--- config.mk ---
export PLATFORM = sky130hd
export DESIGN_NAME = link_job_step_sequencer_core
export DESIGN_NICKNAME = d
export VERILOG_FILES = /design/src/hdl/ljss_pkg.sv /design/src/hdl/link_job_step_sequencer_core.sv /design/src/hdl/ljss_ram.sv /design/src/hdl/ljss_cfg.sv /design/src/hdl/ljss_ctrl.sv
export SDC_FILE = /design/constraint.sdc
export NUM_CORES = 1
export LEC_CHECK = 0
export ABC_AREA = 1
export BUFFER_PORTS_ARGS = -buffer_cell sky130_fd_sc_hd__clkbuf_2
export CAP_MARGIN = 20
export CORE_MARGIN = 5
export CORE_UTILIZATION = 23
export CTS_BUF_LIST = sky130_fd_sc_hd__clkbuf_8
export DETAILED_ROUTE_END_ITERATION = 10
export GPL_TIMING_DRIVEN = 1
export PLACE_DENSITY_LB_ADDON = 0.3
export SLEW_MARGIN = 10
export SYNTH_ARGS = -nofsm -noshare
export SYNTH_HDL_FRONTEND = slang
export SYNTH_SLANG_ARGS = --single-unit
--- constraint.sdc ---
create_clock -name clk -period 7.05 [get_ports clk]
set_input_delay 0.3525 -clock clk [delete_from_list [all_inputs] [get_ports clk]]
set_output_delay 0.3525 -clock clk [all_outputs]
set_load 0.01 [all_outputs]
--- src/hdl/ljss_pkg.sv ---
// Shared types and codes for the link job step sequencer.
`timescale 1ns / 1ps

package ljss_pkg;

  // Item kinds
  localparam logic [1:0] ITEM_LOAD  = 2'd0;
  localparam logic [1:0] ITEM_START = 2'd1;
  localparam logic [1:0] ITEM_POLL  = 2'd2;

  // Step kinds
  localparam logic [2:0] SK_WRITE = 3'd0;
  localparam logic [2:0] SK_READ  = 3'd1;
  localparam logic [2:0] SK_WAIT  = 3'd2;
  localparam logic [2:0] SK_CHECK = 3'd3;
  localparam logic [2:0] SK_QUERY = 3'd4;

  // Result events
  localparam logic [2:0] EV_ACCEPT = 3'd0;
  localparam logic [2:0] EV_WRITE  = 3'd1;
  localparam logic [2:0] EV_READ   = 3'd2;
  localparam logic [2:0] EV_REASON = 3'd3;
  localparam logic [2:0] EV_ABORT  = 3'd4;
  localparam logic [2:0] EV_DONE   = 3'd5;
  localparam logic [2:0] EV_REJECT = 3'd6;

  // Job error codes
  localparam logic [3:0] ERR_OK            = 4'd0;
  localparam logic [3:0] ERR_BUSY          = 4'd1;
  localparam logic [3:0] ERR_NOT_READY     = 4'd2;
  localparam logic [3:0] ERR_READY_TIMEOUT = 4'd3;
  localparam logic [3:0] ERR_DROPPED       = 4'd4;
  localparam logic [3:0] ERR_XFER          = 4'd5;
  localparam logic [3:0] ERR_XFER_TIMEOUT  = 4'd6;
  localparam logic [3:0] ERR_NACK          = 4'd7;
  localparam logic [3:0] ERR_NACK_CODE     = 4'd8;

  localparam logic [7:0]  REASON_OPCODE = 8'hA6;
  localparam logic [15:0] REASON_LEN    = 16'd1;

  // Configuration registers
  localparam int unsigned CFG_IDX_W       = 2;
  localparam logic [CFG_IDX_W-1:0] REG_BACKEND_WAIT = 2'd0;
  localparam logic [CFG_IDX_W-1:0] REG_XFER_WAIT    = 2'd1;
  localparam logic [15:0] WAIT_LIMIT_RESET = 16'd100;

  typedef struct packed {
    logic [15:0] backend_wait_ms;
    logic [15:0] xfer_wait_ms;
  } cfg_regs_t;

  typedef struct packed {
    logic [2:0]  kind;
    logic [7:0]  opcode;
    logic [15:0] x;
    logic [15:0] y;
    logic [15:0] len;
  } step_entry_t;

  localparam int unsigned STEP_W = $bits(step_entry_t);

  typedef struct packed {
    logic [1:0]  kind;
    logic [2:0]  slot;
    logic [2:0]  step_kind;
    logic [7:0]  opcode;
    logic [15:0] x;
    logic [15:0] y;
    logic [15:0] len;
    logic        tick;
    logic        ready_edge;
    logic        ready_level;
    logic        ack_level;
    logic [1:0]  link_state;
  } item_t;

  typedef struct packed {
    logic [2:0]  event_res;
    logic [7:0]  opcode;
    logic [15:0] x;
    logic [15:0] y;
    logic [15:0] len;
    logic [3:0]  err;
    logic [7:0]  nack_reason;
    logic        last;
  } result_t;

endpackage

--- src/hdl/link_job_step_sequencer_core.sv ---
// Top level of the link job step sequencer.
`timescale 1ns / 1ps
//
// Runs a job of up to STEP_SLOTS loaded steps against a peer device.
// Input channel: an item (load step, start job or poll) is taken when start
// is high and busy is low. Items are processed one at a time; busy stays high
// until the item's results have been issued.
// Result channel: each result word appears for one cycle with out_valid high;
// out_last marks the final word caused by an item. The receiver cannot stall.
// Order of work: a load gives its result from the dispatch state; a poll of a
// running job goes on to evaluate the current step, and every step that
// completes chains into the next one within the same poll, with the job done
// word following an abort; a start check reads each used step slot from the
// step RAM, one read per cycle. A poll that leaves the job waiting gives no
// result and frees busy. Configuration writes are always ready.
// Reset: the job is idle and the wait limits return to 100 ms; step slots
// hold nothing meaningful until loaded.

module link_job_step_sequencer_core
  import ljss_pkg::*;
#(
  parameter int unsigned STEP_SLOTS = 8
) (
  input  logic                 clk,
  input  logic                 rst_n,
  input  logic                 start,
  output logic                 busy,
  input  logic [1:0]           in_kind,
  input  logic [2:0]           in_slot,
  input  logic [2:0]           in_step_kind,
  input  logic [7:0]           in_opcode,
  input  logic [15:0]          in_x,
  input  logic [15:0]          in_y,
  input  logic [15:0]          in_len,
  input  logic                 in_tick,
  input  logic                 in_ready_edge,
  input  logic                 in_ready_level,
  input  logic                 in_ack_level,
  input  logic [1:0]           in_link_state,
  output logic                 out_valid,
  output logic [2:0]           out_event_res,
  output logic [7:0]           out_opcode_out,
  output logic [15:0]          out_x_out,
  output logic [15:0]          out_y_out,
  output logic [15:0]          out_len_out,
  output logic [3:0]           out_err,
  output logic [7:0]           out_nack_reason,
  output logic                 out_last,
  input  logic                 cfg_valid,
  output logic                 cfg_ready,
  input  logic [CFG_IDX_W-1:0] cfg_index,
  input  logic [15:0]          cfg_data
);

  localparam int unsigned AW = (STEP_SLOTS > 1) ? $clog2(STEP_SLOTS) : 1;

  item_t             item;
  cfg_regs_t         cfg_regs;
  result_t           res;
  logic              mem_we;
  logic [AW-1:0]     mem_waddr;
  logic [AW-1:0]     mem_raddr;
  logic [STEP_W-1:0] mem_wdata;
  logic [STEP_W-1:0] mem_rdata;

  assign item.kind        = in_kind;
  assign item.slot        = in_slot;
  assign item.step_kind   = in_step_kind;
  assign item.opcode      = in_opcode;
  assign item.x           = in_x;
  assign item.y           = in_y;
  assign item.len         = in_len;
  assign item.tick        = in_tick;
  assign item.ready_edge  = in_ready_edge;
  assign item.ready_level = in_ready_level;
  assign item.ack_level   = in_ack_level;
  assign item.link_state  = in_link_state;

  ljss_cfg u_cfg (
    .clk       (clk),
    .rst_n     (rst_n),
    .cfg_valid (cfg_valid),
    .cfg_ready (cfg_ready),
    .cfg_index (cfg_index),
    .cfg_data  (cfg_data),
    .regs      (cfg_regs)
  );

  ljss_ram #(
    .WIDTH (STEP_W),
    .DEPTH (STEP_SLOTS)
  ) u_step_ram (
    .clk   (clk),
    .we    (mem_we),
    .waddr (mem_waddr),
    .wdata (mem_wdata),
    .raddr (mem_raddr),
    .rdata (mem_rdata)
  );

  ljss_ctrl #(
    .STEP_SLOTS (STEP_SLOTS)
  ) u_ctrl (
    .clk       (clk),
    .rst_n     (rst_n),
    .start     (start),
    .busy      (busy),
    .in_item   (item),
    .cfg       (cfg_regs),
    .mem_we    (mem_we),
    .mem_waddr (mem_waddr),
    .mem_wdata (mem_wdata),
    .mem_raddr (mem_raddr),
    .mem_rdata (mem_rdata),
    .res_valid (out_valid),
    .res       (res)
  );

  assign out_event_res   = res.event_res;
  assign out_opcode_out  = res.opcode;
  assign out_x_out       = res.x;
  assign out_y_out       = res.y;
  assign out_len_out     = res.len;
  assign out_err         = res.err;
  assign out_nack_reason = res.nack_reason;
  assign out_last        = res.last;

  // an abort word is always followed straight away by the job done word
  a_abort_then_done: assert property (@(posedge clk) disable iff (!rst_n)
    out_valid && (out_event_res == EV_ABORT) |=> out_valid && (out_event_res == EV_DONE))
    else $error("abort not followed by job done");

  a_last_marking: assert property (@(posedge clk) disable iff (!rst_n)
    out_valid |-> (out_last == (out_event_res != EV_ABORT)))
    else $error("last flag wrong");

  a_reason_zero: assert property (@(posedge clk) disable iff (!rst_n)
    out_valid && (out_err != ERR_NACK_CODE) |-> (out_nack_reason == 8'd0))
    else $error("nack reason set without nack code");

  a_accept_busy: assert property (@(posedge clk) disable iff (!rst_n)
    start && !busy |=> busy)
    else $error("accepted item did not raise busy");

endmodule

--- src/hdl/ljss_ram.sv ---
// Generic single-port-write, registered-read RAM.
`timescale 1ns / 1ps

module ljss_ram #(
  parameter int unsigned WIDTH = 8,
  parameter int unsigned DEPTH = 8,
  localparam int unsigned AW = (DEPTH > 1) ? $clog2(DEPTH) : 1
) (
  input  logic             clk,
  input  logic             we,
  input  logic [AW-1:0]    waddr,
  input  logic [WIDTH-1:0] wdata,
  input  logic [AW-1:0]    raddr,
  output logic [WIDTH-1:0] rdata
);

  logic [WIDTH-1:0] mem [DEPTH];

  always_ff @(posedge clk) begin
    if (we) begin
      mem[waddr] <= wdata;
    end
    rdata <= mem[raddr];
  end

endmodule

--- src/hdl/ljss_cfg.sv ---
// Configuration register bank: wait limits.
`timescale 1ns / 1ps

module ljss_cfg
  import ljss_pkg::*;
(
  input  logic                 clk,
  input  logic                 rst_n,
  input  logic                 cfg_valid,
  output logic                 cfg_ready,
  input  logic [CFG_IDX_W-1:0] cfg_index,
  input  logic [15:0]          cfg_data,
  output cfg_regs_t            regs
);

  cfg_regs_t regs_r, regs_nxt;

  assign cfg_ready = 1'b1;
  assign regs      = regs_r;

  always_comb begin
    regs_nxt = regs_r;
    if (cfg_valid) begin
      unique case (cfg_index)
        REG_BACKEND_WAIT: regs_nxt.backend_wait_ms = cfg_data;
        REG_XFER_WAIT:    regs_nxt.xfer_wait_ms    = cfg_data;
        default: ;
      endcase
    end
  end

  always_ff @(posedge clk) begin
    if (!rst_n) begin
      regs_r.backend_wait_ms <= WAIT_LIMIT_RESET;
      regs_r.xfer_wait_ms    <= WAIT_LIMIT_RESET;
    end else begin
      regs_r <= regs_nxt;
    end
  end

endmodule

--- src/hdl/ljss_ctrl.sv ---
// Job sequencer: item dispatch, start scan and step evaluation around the step RAM.
`timescale 1ns / 1ps

module ljss_ctrl
  import ljss_pkg::*;
#(
  parameter int unsigned STEP_SLOTS = 8,
  localparam int unsigned AW = (STEP_SLOTS > 1) ? $clog2(STEP_SLOTS) : 1
) (
  input  logic              clk,
  input  logic              rst_n,
  input  logic              start,
  output logic              busy,
  input  item_t             in_item,
  input  cfg_regs_t         cfg,
  output logic              mem_we,
  output logic [AW-1:0]     mem_waddr,
  output logic [STEP_W-1:0] mem_wdata,
  output logic [AW-1:0]     mem_raddr,
  input  logic [STEP_W-1:0] mem_rdata,
  output logic              res_valid,
  output result_t           res
);

  typedef enum logic [4:0] {
    S_IDLE     = 5'b00001,
    S_DISPATCH = 5'b00010,
    S_SCAN     = 5'b00100,
    S_EVAL     = 5'b01000,
    S_FIN      = 5'b10000
  } state_t;

  typedef enum logic [1:0] {
    PH_IDLE  = 2'd0,
    PH_START = 2'd1,
    PH_BUSY  = 2'd2
  } phase_t;

  state_t      state_r, state_nxt;
  phase_t      phase_r, phase_nxt;
  item_t       item_r, item_nxt;
  logic [3:0]  step_count_r, step_count_nxt;
  logic [2:0]  step_pos_r, step_pos_nxt;
  logic [15:0] elapsed_r, elapsed_nxt;
  logic        ready_pend_r, ready_pend_nxt;
  logic        query_r, query_nxt;
  logic [2:0]  scan_idx_r, scan_idx_nxt;
  logic        scan_bad_r, scan_bad_nxt;
  logic [3:0]  fin_err_r, fin_err_nxt;
  logic        res_valid_r, res_valid_nxt;
  result_t     res_r, res_nxt;

  function automatic result_t mk_res(logic [2:0] ev, logic [3:0] err, logic [7:0] reason,
                                     logic last);
    result_t r;
    r             = '0;
    r.event_res   = ev;
    r.err         = err;
    r.nack_reason = reason;
    r.last        = last;
    return r;
  endfunction

  assign busy      = (state_r != S_IDLE);
  assign res_valid = res_valid_r;
  assign res       = res_r;

  always_comb begin
    step_entry_t step;
    step_entry_t load_entry;
    logic        bad_now;
    logic [3:0]  pos_inc;
    logic        done, lerr, rdy, ack;
    logic        do_next, do_finish, do_xfer, do_abort;
    logic [3:0]  f_err;
    logic [7:0]  f_reason;
    result_t     xfer_res;

    step       = step_entry_t'(mem_rdata);
    load_entry.kind   = item_r.step_kind;
    load_entry.opcode = item_r.opcode;
    load_entry.x      = item_r.x;
    load_entry.y      = item_r.y;
    load_entry.len    = item_r.len;
    bad_now    = (step.kind > SK_QUERY) ||
                 (((step.kind == SK_WRITE) || (step.kind == SK_READ)) &&
                  (step.len > item_r.len));
    pos_inc    = {1'b0, step_pos_r} + 4'd1;
    done       = item_r.link_state[0];
    lerr       = item_r.link_state[1];
    rdy        = item_r.ready_level;
    ack        = item_r.ack_level;
    do_next    = 1'b0;
    do_finish  = 1'b0;
    do_xfer    = 1'b0;
    do_abort   = 1'b0;
    f_err      = ERR_OK;
    f_reason   = 8'd0;
    xfer_res   = '0;

    state_nxt      = state_r;
    phase_nxt      = phase_r;
    item_nxt       = item_r;
    step_count_nxt = step_count_r;
    step_pos_nxt   = step_pos_r;
    elapsed_nxt    = elapsed_r;
    ready_pend_nxt = ready_pend_r;
    query_nxt      = query_r;
    scan_idx_nxt   = scan_idx_r;
    scan_bad_nxt   = scan_bad_r;
    fin_err_nxt    = fin_err_r;
    res_valid_nxt  = 1'b0;
    res_nxt        = res_r;

    mem_we    = 1'b0;
    mem_waddr = AW'(item_r.slot);
    mem_wdata = load_entry;
    mem_raddr = '0;

    unique case (state_r)
      S_IDLE: begin
        if (start) begin
          item_nxt  = in_item;
          state_nxt = S_DISPATCH;
        end
      end

      S_DISPATCH: begin
        state_nxt = S_IDLE;
        case (item_r.kind)
          ITEM_LOAD: begin
            res_valid_nxt = 1'b1;
            if (phase_r != PH_IDLE) begin
              res_nxt = mk_res(EV_REJECT, ERR_BUSY, 8'd0, 1'b1);
            end else if (int'(item_r.slot) >= STEP_SLOTS) begin
              res_nxt = mk_res(EV_REJECT, ERR_OK, 8'd0, 1'b1);
            end else begin
              mem_we  = 1'b1;
              res_nxt = mk_res(EV_ACCEPT, ERR_OK, 8'd0, 1'b1);
            end
          end
          ITEM_START: begin
            if (phase_r != PH_IDLE) begin
              res_valid_nxt = 1'b1;
              res_nxt       = mk_res(EV_REJECT, ERR_BUSY, 8'd0, 1'b1);
            end else if (int'(item_r.slot) + 1 > STEP_SLOTS) begin
              res_valid_nxt = 1'b1;
              res_nxt       = mk_res(EV_REJECT, ERR_OK, 8'd0, 1'b1);
            end else begin
              scan_idx_nxt = 3'd0;
              scan_bad_nxt = 1'b0;
              mem_raddr    = '0;
              state_nxt    = S_SCAN;
            end
          end
          ITEM_POLL: begin
            if (item_r.ready_edge) begin
              ready_pend_nxt = 1'b1;
            end
            if (item_r.tick && (elapsed_r != 16'hFFFF)) begin
              elapsed_nxt = elapsed_r + 16'd1;
            end
            if (phase_r != PH_IDLE) begin
              mem_raddr = AW'(step_pos_r);
              state_nxt = S_EVAL;
            end
          end
          default: ;
        endcase
      end

      S_SCAN: begin
        if (scan_idx_r == item_r.slot) begin
          state_nxt     = S_IDLE;
          res_valid_nxt = 1'b1;
          if (bad_now || scan_bad_r) begin
            res_nxt = mk_res(EV_REJECT, ERR_OK, 8'd0, 1'b1);
          end else begin
            step_count_nxt = {1'b0, item_r.slot} + 4'd1;
            step_pos_nxt   = 3'd0;
            elapsed_nxt    = 16'd0;
            ready_pend_nxt = 1'b0;
            query_nxt      = 1'b0;
            phase_nxt      = PH_START;
            res_nxt        = mk_res(EV_ACCEPT, ERR_OK, 8'd0, 1'b1);
          end
        end else begin
          scan_bad_nxt = scan_bad_r | bad_now;
          scan_idx_nxt = scan_idx_r + 3'd1;
          mem_raddr    = AW'(scan_idx_r + 3'd1);
        end
      end

      S_EVAL: begin
        state_nxt = S_IDLE;
        if (phase_r == PH_START) begin
          if ((step.kind != SK_WRITE) && (step.kind != SK_READ)) begin
            if (ready_pend_r) begin
              if (step.kind == SK_WAIT) begin
                do_next = 1'b1;
              end else if (!rdy) begin
                do_finish = 1'b1;
                f_err     = ERR_DROPPED;
              end else if (ack) begin
                do_next = 1'b1;
              end else if ((step.kind == SK_CHECK) || !done) begin
                do_finish = 1'b1;
                f_err     = ERR_NACK;
              end else begin
                query_nxt          = 1'b1;
                do_xfer            = 1'b1;
                xfer_res.event_res = EV_REASON;
                xfer_res.opcode    = REASON_OPCODE;
                xfer_res.len       = REASON_LEN;
              end
            end else if (elapsed_r >= step.len) begin
              do_finish = 1'b1;
              f_err     = ERR_READY_TIMEOUT;
            end
          end else if (!done || !rdy) begin
            if (elapsed_r >= cfg.backend_wait_ms) begin
              do_finish = 1'b1;
              f_err     = !done ? ERR_BUSY : ERR_NOT_READY;
            end
          end else begin
            do_xfer            = 1'b1;
            xfer_res.event_res = (step.kind == SK_WRITE) ? EV_WRITE : EV_READ;
            xfer_res.opcode    = step.opcode;
            xfer_res.x         = step.x;
            xfer_res.y         = step.y;
            xfer_res.len       = step.len;
          end
        end else begin
          if (done) begin
            if (query_r) begin
              do_finish = 1'b1;
              f_err     = !lerr ? ERR_NACK_CODE : ERR_NACK;
              f_reason  = !lerr ? item_r.opcode : 8'd0;
            end else if (!lerr) begin
              do_next = 1'b1;
            end else begin
              do_finish = 1'b1;
              f_err     = ERR_XFER;
            end
          end else if (elapsed_r >= cfg.xfer_wait_ms) begin
            do_abort = 1'b1;
          end
        end

        // a completed step either closes the job or chains into the next slot
        if (do_next) begin
          if (pos_inc >= step_count_r) begin
            do_finish = 1'b1;
            f_err     = ERR_OK;
          end else begin
            phase_nxt    = PH_START;
            elapsed_nxt  = 16'd0;
            step_pos_nxt = pos_inc[2:0];
            mem_raddr    = AW'(pos_inc[2:0]);
            state_nxt    = S_EVAL;
          end
        end

        if (do_xfer) begin
          ready_pend_nxt = 1'b0;
          phase_nxt      = PH_BUSY;
          elapsed_nxt    = 16'd0;
          xfer_res.last  = 1'b1;
          res_valid_nxt  = 1'b1;
          res_nxt        = xfer_res;
        end

        if (do_finish) begin
          phase_nxt     = PH_IDLE;
          query_nxt     = 1'b0;
          res_valid_nxt = 1'b1;
          res_nxt       = mk_res(EV_DONE, f_err, f_reason, 1'b1);
        end

        if (do_abort) begin
          phase_nxt     = PH_IDLE;
          query_nxt     = 1'b0;
          fin_err_nxt   = query_r ? ERR_NACK : ERR_XFER_TIMEOUT;
          res_valid_nxt = 1'b1;
          res_nxt       = mk_res(EV_ABORT, ERR_OK, 8'd0, 1'b0);
          state_nxt     = S_FIN;
        end
      end

      S_FIN: begin
        res_valid_nxt = 1'b1;
        res_nxt       = mk_res(EV_DONE, fin_err_r, 8'd0, 1'b1);
        state_nxt     = S_IDLE;
      end

      default: state_nxt = S_IDLE;
    endcase
  end

  always_ff @(posedge clk) begin
    if (!rst_n) begin
      state_r      <= S_IDLE;
      phase_r      <= PH_IDLE;
      step_count_r <= 4'd0;
      step_pos_r   <= 3'd0;
      elapsed_r    <= 16'd0;
      ready_pend_r <= 1'b0;
      query_r      <= 1'b0;
      scan_idx_r   <= 3'd0;
      scan_bad_r   <= 1'b0;
      fin_err_r    <= ERR_OK;
      res_valid_r  <= 1'b0;
    end else begin
      state_r      <= state_nxt;
      phase_r      <= phase_nxt;
      step_count_r <= step_count_nxt;
      step_pos_r   <= step_pos_nxt;
      elapsed_r    <= elapsed_nxt;
      ready_pend_r <= ready_pend_nxt;
      query_r      <= query_nxt;
      scan_idx_r   <= scan_idx_nxt;
      scan_bad_r   <= scan_bad_nxt;
      fin_err_r    <= fin_err_nxt;
      res_valid_r  <= res_valid_nxt;
    end
  end

  always_ff @(posedge clk) begin
    item_r <= item_nxt;
    res_r  <= res_nxt;
  end

endmodule

==> results of run 1 <==
## power groups by stage
| stage | clock network (mW) | registers [mW] | logic [mW] |
|---|---|---|---|
| after floorplan | 0 | 4.97 | 0.112 |
| after global placement | 0 | 5.01 | 0.205 |
| after detailed placement | 0 | 5.01 | 0.207 |
| after CTS | 4.04 | 4.92 | 0.249 |
| after global routing | 4.23 | 4.93 | 0.274 |
| final | 3.87 | 4.92 | 0.243 |
## stage by stage
step	setup slack, ns	area [um^2]	total power, mW
2_1_floorplan	1.41	30800	5.08
3_3_place_gp	2.56	33400	5.21
3_5_place_dp	2.53	33400	5.22
4_1_cts	2.49	36800	9.20
5_1_grt	2.19	36900	9.43
6_report	2.60	36900	9.03
## logic make-up (layout without fill, tap and decap cells)
| family | count (synthesis) | after routing | synth area share [%] |
|---|---|---|---|
| and+or+nand+nor | 689 | 689 | 10.2 |
| other | 1 | 4 | 0.0122 |
| DFF | 744 | 744 | 68.3 |
| buffers and inverters | 488 | 904 | 6.92 |
| xor gates and xnor gates | 12 | 12 | 0.341 |
| AOI/OAI and AO/OA | 558 | 558 | 11.1 |
| adders and majority gates | 75 | 75 | 3.05 |
## cell usage in the layout, fill, tap and decap left out, types with 7 or more instances in the layout
cell	n
inv_2	13
o21ai_1	45
clkbuf_8	144
nand3_1	154
clkinv_1	22
clkbuf_2	165
nor3_2	9
xor2_1	7
a21oi_1	220
nor3_1	27
a31oi_1	9
nor2_1	95
clkinv_2	14
dfxtp_1	130
edfxtp_1	614
inv_1	411
o211ai_1	73
nand4_1	19
dlygate4sd3_1	89
o21ai_0	138
ha_1	75
buf_4	26
nand2_1	286
and2_1	58
nor3b_1	8
o211ai_2	50
nand2_2	15
## worst paths after layout
path	from	end	slack, ns	cells after the start
worst max-delay path	u_ctrl.step_pos_r[0]$_SDFFE_PN0P_	u_step_ram.rdata[43]$_DFF_P_	2.60	15
worst min-delay path	rst_n	u_cfg.regs[18]$_SDFFE_PN1P_	0.1	3
worst min register to register	u_ctrl.fin_err_r[1]$_SDFFE_PN0P_	u_ctrl.fin_err_r[1]$_SDFFE_PN0P_	0.46	2
worst max register to register	u_ctrl.step_pos_r[0]$_SDFFE_PN0P_	u_step_ram.rdata[43]$_DFF_P_	2.60	15
## tightest hold or removal path, delay by kind of cell
kind                   cells  cell delay (ns)
buffers and inverters      2             0.34
AO/OA/AOI/OAI              1             0.15
## sequential cells by signal (all words and copies together) (netlist names), 2 cells and up
name and count:
u_ctrl.res 72, u_ctrl.phase_r 2, u_ctrl.step_count_r 4, u_step_ram.rdata 59, u_ctrl.fin_err_r 2, u_ctrl.mem_wdata 59, u_step_ram.mem 472, u_ctrl.scan_idx_r 3
u_ctrl.item_r 8, u_ctrl.mem_waddr 3, u_ctrl.step_pos_r 3, u_ctrl.elapsed_r 16, u_ctrl.state_r 5, u_cfg.regs 32
## layer usage
layer	routed length, um	GRT usage, %	up-vias	part of all wire, %
li1	-	-	9653	-
met2	36000	17.4	411	45
met5	0	0	-	0
met4	1690	3.37	0	2.1
met1	37400	14.9	9387	47
met3	4180	2.69	126	5.3
## layout make-up
type	count	area, um^2
Clock inverter	106	574
Tap cell	1768	2210
Timing Repair Buffer	282	1950
Inverter	372	1410
Clock buffer	144	1980
Multi-Input combinational cell	1335	7680
Sequential cell	744	21000
Antenna cell	3	7.51
Fill cell	13800	96400
## what timing repair did
item                                   4_1_cts  5_1_grt
endpoints found under the hold margin      104        0
gates resized for setup                      0        0
hold buffers                                89        0
==> impl_metrics.prom, run 1 <==
# TYPE chip_impl_metric gauge
chip_impl_metric{name="async_reset_ff_share",unit="%"} 0
chip_impl_metric{name="ir_worst_vdd",unit="mV"} 0.143
chip_impl_info{name="path_cells",value="ha_1 > ha_1 > inv_1 > nor2_1 > o21ai_0 > nand2_1 > a31oi_1 > nand2_2 > nor2_2 > nand2_1 > nand2_4 > clkinv_2 > buf_4 > nand3_1 > and2_1"} 1
chip_impl_metric{name="drv_cap",unit=""} 0
chip_impl_metric{name="final.setup_skew",unit="ns"} 0.0413
chip_impl_metric{name="comb_power_share",unit="%"} 2.7
chip_impl_metric{name="drc",unit=""} 0
chip_impl_metric{name="portion_of_total_power_attributed_to_the_clock_network",unit="%"} 42.9
chip_impl_metric{name="drt_wl_cell",unit="um"} 16.7
chip_impl_metric{name="netlist_instances",unit=""} 2567
chip_impl_metric{name="worstPathArrival",unit="ns"} 5.17
chip_impl_metric{name="setup-tns-final",unit="ns"} 0
chip_impl_info{name="path_delay_family",value="simple AND/OR/NAND/NOR gates"} 1
chip_impl_metric{name="post-place-cells",unit=""} 4411
chip_impl_metric{name="core_area",unit="um^2"} 133000
chip_impl_metric{name="route.vias.total",unit=""} 19600
chip_impl_metric{name="hold-worst-slack",unit="ns"} 0.0975
chip_impl_info{name="tritoncts_clock_tree",value="built"} 1
chip_impl_metric{name="critical_path_required",unit="ns"} 7.77
chip_impl_metric{name="buffer_ports.inserted",unit=""} 165
chip_impl_info{name="grt_setup_unrepaired",value="no"} 1
chip_impl_metric{name="wire_length_of_the_first_global_routing_pass",unit="um"} 119000
chip_impl_metric{name="clock_sink_count",unit=""} 744
chip_impl_metric{name="mappedNetlistArea",unit="um^2"} 30800
chip_impl_metric{name="clk_latency",unit="ns"} 0.80
chip_impl_metric{name="place.detailed.hpwl",unit="um"} 47300
chip_impl_info{name="cpMaxStageDelayCell",value="nand2_4"} 1
chip_impl_metric{name="cts_max_path_buffers",unit=""} 3
chip_impl_metric{name="synthDistinctLibCells",unit=""} 50
chip_impl_metric{name="cts_buffers",unit=""} 137
chip_impl_metric{name="timing.fmax",unit="MHz"} 225
chip_impl_info{name="crit_path_end_kind",value="register"} 1
chip_impl_metric{name="post_cts.repair.setup_buffers",unit=""} 0
chip_impl_metric{name="drive_gt1_share",unit="%"} 15.7
chip_impl_info{name="ctsRootBufferMaster",value="clkbuf_8"} 1
chip_impl_metric{name="syn_area_per_cell",unit="um^2"} 12.0
chip_impl_metric{name="dieHeight",unit="um"} 376
chip_impl_metric{name="start_util",unit="%"} 23.1
chip_impl_metric{name="route.detailed.vias_per_inst",unit=""} 4.12
chip_impl_metric{name="postSynthNetCount",unit=""} 2734
chip_impl_metric{name="postLayoutCoreUtil",unit="%"} 27.7
chip_impl_metric{name="fp.dieArea",unit="um^2"} 141000
chip_impl_metric{name="die_w",unit="um"} 376
chip_impl_metric{name="slew_viol_final",unit=""} 0
chip_impl_metric{name="worstMarginPinSlew",unit="ns"} 1.03
chip_impl_metric{name="synthesis.yosys.warnings",unit=""} 0
chip_impl_metric{name="hold_viol",unit=""} 0
chip_impl_metric{name="final_period_minus_worst_setup_slack",unit="ns"} 4.45
chip_impl_metric{name="critPathMaxFanout",unit=""} 60
chip_impl_metric{name="critPathMaxStageDelay",unit="ns"} 0.75
chip_impl_info{name="timing_worst_setup_path_type",value="reg2reg"} 1
chip_impl_metric{name="synth_top_cell_area_share",unit="%"} 59.9
chip_impl_metric{name="place.gp.congestion",unit=""} 0.789
chip_impl_metric{name="finalSetupViolations",unit=""} 0
chip_impl_metric{name="htreeDepth",unit=""} 4
chip_impl_metric{name="synth_edf_count",unit=""} 614
chip_impl_info{name="synth.top_cells.by_count",value="edfxtp_1 (614), inv_1 (357), nand2_1 (287)"} 1
chip_impl_metric{name="critical_path.n_buffers_inverters",unit=""} 3
chip_impl_metric{name="syn2layout_area_growth",unit="%"} 19.7
chip_impl_metric{name="power.share.sequential",unit="%"} 54.4
chip_impl_metric{name="sw_frac_of_total",unit="%"} 23.3
chip_impl_metric{name="number_of_global_route_vias_before_repair",unit=""} 19100
chip_impl_metric{name="powerDensity",unit="nW/um^2"} 245
chip_impl_metric{name="path_clk_slew",unit="ns"} 0.06
chip_impl_metric{name="detailedRoute.firstIterationViolations",unit=""} 1250
chip_impl_metric{name="synth_sequential_area_ratio",unit="%"} 68.3
chip_impl_metric{name="power_leakage",unit="nW"} 13.9
chip_impl_metric{name="finalNetCount",unit=""} 3039
chip_impl_metric{name="grt.total_usage",unit="%"} 11.0
chip_impl_info{name="synth-main-ff-cell",value="edfxtp_1"} 1
chip_impl_metric{name="detailedRoute.firstPassIterationCount",unit=""} 5
chip_impl_metric{name="row_count",unit=""} 134
chip_impl_metric{name="grt_max_degree",unit=""} 184
chip_impl_metric{name="netSwitchingPower",unit="mW"} 2.10
chip_impl_info{name="cp_startpoint_kind",value="register"} 1
chip_impl_info{name="outcome",value="finished, final reports clean"} 1
chip_impl_metric{name="postSynthRegisterBits",unit=""} 744
chip_impl_info{name="yosysMostFrequentCell",value="edfxtp_1"} 1
chip_impl_info{name="yosys.area.top_type",value="edfxtp_1"} 1
chip_impl_metric{name="globalRouteOverflowTotal",unit=""} 0
chip_impl_metric{name="post-route-period-util",unit="%"} 63.1
chip_impl_info{name="netlist_top_cells_area",value="edfxtp_1 (60%), dfxtp_1 (8.5%), inv_1 (4.4%), a21oi_1 (3.6%), nand2_1 (3.5%)"} 1
chip_impl_metric{name="antenna_found_initial",unit=""} 4
chip_impl_metric{name="ios",unit=""} 167
chip_impl_metric{name="post_layout_nonfiller_instances",unit=""} 4754
chip_impl_metric{name="internal-power",unit="mW"} 6.93
chip_impl_metric{name="finalWirelength",unit="um"} 79200
chip_impl_metric{name="timing.max_slew.rel_slack",unit="%"} 30.7
chip_impl_info{name="hold_path.class",value="in2reg"} 1
chip_impl_metric{name="drt.antenna.violating_nets",unit=""} 0
Note: power is estimated with default switching activity, not from simulation.
==> inputs of run 2 (changes only) <==
Settings changed: ABC_AREA 1 to 0.
Clock period 7.05 ns to 3.63 ns, I/O delays scaled along.
==> run 2 against run 1 <==
Register-to-register slack got worse by 2.4 ns; wire length down 7.2%; global-route usage shrank 0.060 points; sequential cell count did not move; utilization up 1.1 points; synthesized area decreased by 5.9%; via count is 19% lower; power grew 91%; first-iteration DRC count decreased by 25%; critical endpoint is now u_ctrl.res[53]$_DFFE_PP_; largest cell class unchanged; largest power group unchanged.
==> impl_metrics.prom, run 2 <==
# TYPE chip_impl_metric gauge
chip_impl_metric{name="postPlaceCellArea",unit="um^2"} 32500
chip_impl_metric{name="dieHeight",unit="um"} 365
chip_impl_metric{name="drt_wl_cell",unit="um"} 19.3
chip_impl_metric{name="row_count",unit=""} 130
chip_impl_metric{name="synth_sequential_area_ratio",unit="%"} 72.6
chip_impl_info{name="hold_path.class",value="in2reg"} 1
chip_impl_metric{name="place.detailed.hpwl",unit="um"} 45200
chip_impl_metric{name="powerDensity",unit="nW/um^2"} 480
chip_impl_info{name="commonest_cells_after_routing_fill_and_taps_aside",value="edfxtp_1 (614), clkbuf_2 (165), clkbuf_8 (142)"} 1
chip_impl_metric{name="number_of_global_route_vias_before_repair",unit=""} 16900
chip_impl_metric{name="wire_length_of_the_first_global_routing_pass",unit="um"} 108000
chip_impl_metric{name="syn2layout_area_growth",unit="%"} 24.2
chip_impl_metric{name="async_reset_ff_share",unit="%"} 0
chip_impl_metric{name="largest_register_ffs",unit=""} 472
chip_impl_metric{name="synth_top_cell_area_share",unit="%"} 63.6
chip_impl_info{name="timing_worst_setup_path_type",value="reg2reg"} 1
chip_impl_metric{name="clock_sink_count",unit=""} 744
chip_impl_metric{name="postSynthRegisterBits",unit=""} 744
chip_impl_metric{name="timing.max_slew.rel_slack",unit="%"} 28.2
chip_impl_metric{name="detailedRoute.firstPassIterationCount",unit=""} 5
chip_impl_info{name="synth.top_cells.by_count",value="edfxtp_1 (614), dfxtp_1 (130), mux4_2 (116)"} 1
chip_impl_metric{name="antenna_found_initial",unit=""} 7
chip_impl_metric{name="worstHoldPathCells",unit=""} 2
chip_impl_info{name="ctsRootBufferMaster",value="clkbuf_8"} 1
chip_impl_metric{name="slew_viol_final",unit=""} 0
chip_impl_info{name="synth-main-ff-cell",value="edfxtp_1"} 1
chip_impl_metric{name="portion_of_total_power_attributed_to_the_clock_network",unit="%"} 42.5
chip_impl_metric{name="comb_power_share",unit="%"} 2.4
chip_impl_info{name="crit_path_end_kind",value="register"} 1
chip_impl_metric{name="power.share.sequential",unit="%"} 55.1
chip_impl_info{name="cp_startpoint_kind",value="register"} 1
chip_impl_metric{name="critical_path_required",unit="ns"} 4.10
chip_impl_metric{name="drc",unit=""} 0
chip_impl_metric{name="synthesis.yosys.warnings",unit=""} 0
chip_impl_metric{name="place.gp.congestion",unit=""} 0.803
chip_impl_metric{name="post-route-period-util",unit="%"} 94.2
chip_impl_metric{name="worstMarginPinSlew",unit="ns"} 1.08
chip_impl_metric{name="timing.fmax",unit="MHz"} 293
chip_impl_info{name="netlist_top_cells_area",value="edfxtp_1 (64%), mux4_2 (9.0%), dfxtp_1 (9.0%), ha_1 (3.2%), a21oi_1 (1.4%)"} 1
chip_impl_metric{name="finalNetCount",unit=""} 2230
chip_impl_metric{name="sw_frac_of_total",unit="%"} 22.6
chip_impl_metric{name="final.setup_skew",unit="ns"} 0.0503
chip_impl_metric{name="globalRouteOverflowTotal",unit=""} 0
chip_impl_metric{name="finalSetupViolations",unit=""} 0
chip_impl_info{name="yosys.area.top_type",value="edfxtp_1"} 1
chip_impl_metric{name="hold_viol",unit=""} 0
chip_impl_metric{name="final_period_minus_worst_setup_slack",unit="ns"} 3.42
chip_impl_metric{name="core_area",unit="um^2"} 125000
chip_impl_info{name="tritoncts_clock_tree",value="built"} 1
chip_impl_metric{name="nFillCells",unit=""} 12500
chip_impl_metric{name="synthDistinctLibCells",unit=""} 75
chip_impl_metric{name="drv_cap",unit=""} 0
chip_impl_info{name="largest_register",value="u_step_ram.mem"} 1
chip_impl_metric{name="ios",unit=""} 167
chip_impl_metric{name="routedLengthMet1",unit="um"} 33400
chip_impl_metric{name="grt_max_degree",unit=""} 60
chip_impl_metric{name="route.detailed.vias_per_inst",unit=""} 4.16
chip_impl_metric{name="path_clk_slew",unit="ns"} 0.06
chip_impl_metric{name="worstPathArrival",unit="ns"} 3.88
chip_impl_info{name="outcome",value="finished, final reports clean"} 1
chip_impl_metric{name="drive_gt1_share",unit="%"} 27.0
chip_impl_metric{name="syn_area_per_cell",unit="um^2"} 17.4
chip_impl_metric{name="clk_latency",unit="ns"} 0.79
chip_impl_metric{name="die_w",unit="um"} 365
chip_impl_metric{name="critPathMaxFanout",unit=""} 25
chip_impl_info{name="topRoutingLayerUsed",value="met4"} 1
chip_impl_metric{name="grt.total_usage",unit="%"} 10.9
chip_impl_metric{name="wl_met3",unit="um"} 3200
chip_impl_metric{name="worstRegToRegCells",unit=""} 11
chip_impl_info{name="grt_setup_unrepaired",value="no"} 1
chip_impl_metric{name="finalWirelength",unit="um"} 73500
chip_impl_metric{name="internal-power",unit="mW"} 13.4
chip_impl_metric{name="post_cts.repair.setup_buffers",unit=""} 0
chip_impl_metric{name="power_leakage",unit="nW"} 12.3
chip_impl_metric{name="start_util",unit="%"} 23.1
chip_impl_metric{name="ff2ff_setup_slack",unit="ns"} 0.21
chip_impl_metric{name="area_taken_by_flip_flops_and_latches",unit="um^2"} 21000
chip_impl_metric{name="netlist_instances",unit=""} 1668
chip_impl_info{name="yosysMostFrequentCell",value="edfxtp_1"} 1
chip_impl_metric{name="hold-worst-slack",unit="ns"} 0.108
chip_impl_metric{name="postSynthNetCount",unit=""} 1835
chip_impl_info{name="most_common_cell_after_layout_fill_and_taps_aside",value="edfxtp_1"} 1
chip_impl_metric{name="detailedRoute.firstIterationViolations",unit=""} 937
chip_impl_metric{name="route.vias.total",unit=""} 15900
chip_impl_metric{name="drt.antenna.violating_nets",unit=""} 0
chip_impl_metric{name="cts_buffers",unit=""} 131
chip_impl_metric{name="post-place-cells",unit=""} 3481
chip_impl_metric{name="detailroute.wirelength.met2",unit="um"} 35400
chip_impl_metric{name="netSwitchingPower",unit="mW"} 3.90
chip_impl_metric{name="synth_edf_count",unit=""} 614
chip_impl_metric{name="multi_input_area",unit="um^2"} 7410
chip_impl_metric{name="cts_max_path_buffers",unit=""} 3
chip_impl_metric{name="htreeDepth",unit=""} 4
chip_impl_metric{name="post_layout_nonfiller_instances",unit=""} 3817
chip_impl_metric{name="area_of_all_placed_cells_without_fillers",unit="um^2"} 36000
chip_impl_metric{name="ir_worst_vdd",unit="mV"} 0.343
chip_impl_metric{name="fp.dieArea",unit="um^2"} 133000
chip_impl_metric{name="mappedNetlistArea",unit="um^2"} 29000
chip_impl_metric{name="buffer_ports.inserted",unit=""} 165
-- run 2: power by group through the flow --
stage	sequential, mW	combinational (mW)	clock (mW)
after floorplan	9.64	0.156	0
after global placement	9.68	0.335	0
after detailed placement	9.69	0.340	0
after CTS	9.52	0.429	7.65
after global routing	9.53	0.460	8.03
final	9.51	0.416	7.35
-- run 2: what timing repair did --
item                                   CTS  global route
endpoints found under the hold margin  114             0
hold buffers                            98             0
setup endpoints to repair                0            15
gates resized for setup                  0             3
-- run 2: area by class of cell --
class                      instances  area share (%)
sequential                       744            58.5
multi-input combinational        774            20.6
timing repair buffer             324            7.33
tap                             1650            5.73
clock buffer                     142            5.43
clock inverter                    94            1.53
inverter                          88           0.918
antenna                            1         0.00695
-- run 2: layer usage --
layer | global-route usage (%) | vias to the layer above
met5 | 0 | -
met4 | 3.43 | 0
met3 | 2.30 | 126
met2 | 18.1 | 370
met1 | 14.4 | 8069
li1 | - | 7306
-- run 2: worst paths after layout --
path / startpoint / to
setup / recovery: u_ctrl.elapsed_r[10]$_SDFFE_PN0P_ / u_ctrl.res[53]$_DFFE_PP_
hold / removal: in_y[14] / u_ctrl.mem_wdata[30]$_DFFE_PP_
setup reg to reg: u_ctrl.elapsed_r[10]$_SDFFE_PN0P_ / u_ctrl.res[53]$_DFFE_PP_
hold reg to reg: u_cfg.regs[12]$_SDFFE_PN0P_ / u_cfg.regs[12]$_SDFFE_PN0P_
-- run 2: logic make-up after synthesis --
logic type / Yosys count / synth area share, %
compound gates: 209 / 4.64
xor+xnor: 6 / 0.181
fa+ha+maj: 75 / 3.24
buf+inv: 150 / 2.39
flops: 744 / 72.6
mux: 182 / 11.5
other cells: 1 / 0.0129
simple gates: 301 / 5.39
-- run 2: critical path, stage by stage, from the launching register on --
cell,delay (ns)
dfxtp_1,0.60
ha_1,0.23
nand4_1,0.13
or4_1,0.51
o211ai_1,0.23
buf_4,0.20
a221oi_2,0.10
o21ai_2,0.22
nor2_2,0.09
a211oi_4,0.31
buf_12,0.24
buf_12,0.21
-- run 2: metrics by stage --
| step | utilization [%] | setup WS [ns] | total power, mW | setup TNS, ns |
|---|---|---|---|---|
| finish | 28.7 | 0.212 | 17.3 | 0 |
| global route | 28.7 | 0.00178 | 18.0 | 0 |
| CTS | 28.7 | 0.0825 | 17.6 | 0 |
| detailed placement | 25.9 | 0.103 | 10.0 | 0 |
| global placement | 25.9 | 0.118 | 10.0 | 0 |
| floorplan | - | -0.694 | 9.79 | -185.72 |
